--- config.mk ---
export PLATFORM = sky130hd
export DESIGN_NAME = twsb_front
export DESIGN_NICKNAME = d
export VERILOG_FILES = /design/src/hw/rtl/twsb_front.sv
export SDC_FILE = /design/constraint.sdc
export NUM_CORES = 1
export LEC_CHECK = 0
export ABC_AREA = 1
export ABC_CLOCK_PERIOD_IN_PS = 1590
export BUFFER_PORTS_ARGS = -buffer_cell sky130_fd_sc_hd__buf_2
export CAP_MARGIN = 20
export CORE_ASPECT_RATIO = 1.4
export CORE_MARGIN = 5
export CORE_UTILIZATION = 44
export CTS_CLUSTER_DIAMETER = 50
export DETAILED_ROUTE_END_ITERATION = 10
export GPL_TIMING_DRIVEN = 0
export PLACE_DENSITY = 0.81
export SYNTH_ARGS = -nofsm -noshare
export SYNTH_HDL_FRONTEND = slang
export SYNTH_SLANG_ARGS = --single-unit
--- constraint.sdc ---
create_clock -name clk -period 1.59 [get_ports clk]
set_clock_uncertainty 0.2 [all_clocks]
set_input_delay 0.318 -clock clk [delete_from_list [all_inputs] [get_ports clk]]
set_output_delay 0.318 -clock clk [all_outputs]
set_load 0.02 [all_outputs]
--- src/hw/rtl/twsb_front.sv ---
// ----------------------------------------------------------------------------
// twsb_front
// Accepts command items and holds them in a two-entry queue for the back end.
// ----------------------------------------------------------------------------
module twsb_front #(
    parameter int unsigned CMD_W = 8
) (
    input  logic             clk,
    input  logic             rst_n,
    input  logic             in_valid,
    output logic             in_ready,
    input  logic [CMD_W-1:0] in_cmd,
    output logic             q_valid,
    input  logic             q_ready,
    output logic [CMD_W-1:0] q_cmd
);

    logic [CMD_W-1:0] slot_reg [2];
    logic             rd_ptr_reg, rd_ptr_next;
    logic             wr_ptr_reg, wr_ptr_next;
    logic [1:0]       cnt_reg, cnt_next;
    logic             push, pop;

    assign in_ready = (cnt_reg != 2'd2);
    assign q_valid  = (cnt_reg != 2'd0);
    assign q_cmd    = slot_reg[rd_ptr_reg];
    assign push     = in_valid && in_ready;
    assign pop      = q_valid && q_ready;

    // advance pointers and occupancy
    always_comb
    begin
        rd_ptr_next = rd_ptr_reg ^ pop;
        wr_ptr_next = wr_ptr_reg ^ push;
        cnt_next    = cnt_reg + {1'b0, push} - {1'b0, pop};
    end

    always_ff @(posedge clk or negedge rst_n)
    begin
        if (!rst_n)
        begin
            rd_ptr_reg <= 1'b0;
            wr_ptr_reg <= 1'b0;
            cnt_reg    <= 2'd0;
        end
        else
        begin
            rd_ptr_reg <= rd_ptr_next;
            wr_ptr_reg <= wr_ptr_next;
            cnt_reg    <= cnt_next;
        end
    end

    // hold payload
    always_ff @(posedge clk)
    begin
        if (push)
        begin
            slot_reg[wr_ptr_reg] <= in_cmd;
        end
    end

endmodule

==> results.md <==
* Slowest CP cell: dfrtp_1
* Number of DRC markers after the initial detailed-route iteration at 8
* Detailed-route vias per instance at 4.81
* I/O Pins at 22
* Total CTS buffers at 3
* Total of endpoints with negative setup slack in the final report at 9
* Kind of path behind the tightest hold check: input pin to flop
* Tcrit/Tclk final at 104%
* Static Leak at 0.552 nW
* Top cells by instance count after synthesis: nand2_1 (32), edfxtp_1 (16), inv_1 (9), dfrtp_1 (4)
* Clock Latency Late Sink at 290 ps
* Post-Synth Adder-Cell Area at 3.07%
* Die width at 46.4 um
* Share of synthesized registers carrying an async set or reset at 20.0%
* Root Driver: clkbuf_4
* Failing checks: setup timing
* Mapped Avg Cell Area at 11.2 um2
* Worst path setup slack after routing at -70.5 ps
* Global-route congestion overflow total at 0
* Highest cell delay on the worst timing path at 400 ps
* Ant diodes at 0
* Share of post-route cells with drive strength above 1 at 62.4%
* Post-Syn Area at 816 um2
* Area of the core at 1760 um2
* Pin slew with the least headroom to its limit at 252 ps
* Synthesized netlist cell count at 73
* Number of antenna violations at the first check in global routing at 0
* Count of buffers inserted at the top-level ports at 21
* Number of detailed-route iterations in the first pass at 4
* Fraction of the yosys area taken by sequential cells at 71.2%
* Final worst path period need at 1660 ps
* Post-synth net total at 87
* Peak Freq at 602 MHz
* Number of failing hold endpoints at the final stage at 0
* Largest family of logic cells by synthesized area: simple AND/OR/NAND/NOR gates
* Setup repair after global routing missed its margin: true
* Xor/xnor share of the synthesized area at 1.07%
* Library cell occupying the most area in the post-synthesis netlist: edfxtp_1
* Count leader, synth: nand2_1
* Depth of the CTS H-tree at 1
* Average wire per cell in the routed design at 13.9 um
* Clock slew seen by the registers of the worst setup and hold paths at 110 ps
* Largest cells by area after synthesis: edfxtp_1 (59%), nand2_1 (15%), dfrtp_1 (12%), inv_1 (4.1%), ha_1 (3.1%)
* Worst path arrival time at 1140 ps
* Reg-to-Reg Start: cnt_reg[0]
* Fraction of the core area covered by cells at the end of the flow at 70.7%
* Flip-flop count of the largest register after layout at 16
* Clock sink total at 20
* Instance count after placement with tap cells included at 114
* Count of max-cap constraint violations at 0
* Drt drc at 0
* Number of core rows at 18
* Post-DP HPWL at 1.10 mm
* Status: finished, violations left
* Highest net fanout along the worst path at 6
* Height of the die at 60.9 um
* Multiplexer area fraction after synthesis at 0%
* Register-to-register path setup slack at -40 ps
* Total via count in the routed design at 621
* Min-Delay Endpoint: slot_reg[0][0]
* Routed Antenna Nets at 0
* Largest net degree at the start of global routing at 12
* Longest Clk Path Bufs at 2
* Cells along the critical path: buf_6, inv_8, nand2_2, nand2_2, buf_6
* Data required time of the critical path at 1070 ps
* Number of enable-type register cells in the synthesized netlist at 16
* Yosys top cell area share at 58.9%
* Detailed-route wire length at 1.79 mm
* Cell count of the worst hold path at 1
* Number of warnings reported in the yosys synthesis log at 0
* Number of global-route vias before repair at 669
* Headroom to the max-slew limit at 83.2%
* Complex-gate fraction of the synthesized area at 0.613%
* Reg-to-reg endpoint: cnt_reg[1]
* Worst slack on hold paths at 9.56 ps
* Category of the worst setup path capture point: primary output
* Power per standard cell area at 1950 nW/um2
* Area of the die at 2830 um2
* CP Launch Point: rd_ptr_reg
* Critical hold path startpoint: in_cmd[0]
* Global-route wire length before repair at 2.73 mm
* Fillers at 122
* Area taken by multi-input logic gates at 287 um2
* Syn-to-layout area delta at 52.1%
* Final-report max-slew violation count at 0
* Startpoint Class: flop
* Overall global routing resource usage at 13.8%
* Worst vdd ir at 1.15 mV
* TritonCTS clock tree: built
* Footprint of the flip-flops and latches at 583 um2
* Setup Crit Path Kind: flop to primary output
* Number of cells on the worst reg-to-reg path at 13
* Initial core utilization at 46.4%
* Final #Nets at 124
* Post-layout total power at 2.42 mW
* Most used flip-flop cell after synthesis: edfxtp_1
* Placer's final routability congestion estimate at 0.666
* Register bit count reported by yosys at 20
* Worst slack at placement at -102 ps
* Synth unique cells at 13
* Final cell count without fillers at 129
* Area share of and/or/nand/nor cells after synthesis at 18.6%
==> area by class of cell <==
| cell class | instances | share of cell area, % |
|---|---|---|
| clock inverters | 1 | 0.302 |
| multi-input cells | 42 | 23.1 |
| plain buffers | 1 | 0.907 |
| clock buffers | 3 | 1.81 |
| flip-flops and latches | 20 | 47.0 |
| inverters | 10 | 3.83 |
| well taps | 20 | 2.02 |
| repair inverters | 1 | 0.706 |
| repair buffers | 31 | 20.4 |
==> per-layer routing <==
layer  part of all wire [%]  GRT usage [%]  vias up
li1                       -              -      303
met1                     34           13.8      295
met2                     59           26.2       21
met3                    5.7           2.67        2
met4                   0.95           6.50        0
met5                      0              0        -
==> repair_timing <==
action | in CTS | in global routing
hold buffers | 1 | 4
buffers inserted | 3 | 1
gates resized for setup | 32 | 32
pin swaps | 4 | 12
endpoints found under the hold margin | 4 | 8
gates cloned | 2 | 0
endpoints found under the setup margin | 26 | 23
==> cells by family after synthesis <==
group | after synthesis
xor+xnor | 1
fa+ha+maj | 2
buf+inv | 11
simple gates | 38
compound gates | 1
flops | 20
==> worst max-delay path by stage <==
stage	to	slack [ps]	cells after the start
global placement	slot_reg[1][0]	-90	3
CTS	q_cmd[1]	-70	5
finish	q_cmd[4]	-70	5
floorplan	slot_reg[1][0]	10	3
global route	cnt_reg[1]	-140	12
detailed placement	slot_reg[1][0]	-100	3
==> power by group <==
part	internal (mW)	switching (mW)
clock	0.0913	0.151
combinational	0.598	0.749
sequential	0.737	0.0960
total	1.43	0.996
==> per-stage QoR <==
step	setup TNS, ps	instance area, um2
3_3_place_gp	-747	946
6_report	-523	1240
2_1_floorplan	0	816
5_1_grt	-1200	1240
3_5_place_dp	-888	946
4_1_cts	-490	1110
==> critical path: cells and delay by family (launching register included) <==
| family | cells | cell delay, ps |
|---|---|---|
| simple gates | 2 | 120 |
| buf+inv | 3 | 330 |
| flops | 1 | 400 |
==> cell usage in the layout (no fill, tap or decap) <==
cell type / count
buf_2: 12
buf_4: 4
buf_6: 11
clkbuf_4: 3
clkinv_1: 1
dfrtp_1: 2
dfrtp_2: 2
dlygate4sd3_1: 5
edfxtp_1: 16
ha_2: 1
ha_4: 1
inv_1: 4
inv_2: 4
inv_4: 1
inv_6: 1
inv_8: 1
nand2_1: 11
nand2_2: 21
nand2_4: 2
nand3_1: 1
nor2_2: 1
nor2_4: 2
o21ai_2: 1
xor2_1: 1
(Power assumes the default switching activity.)
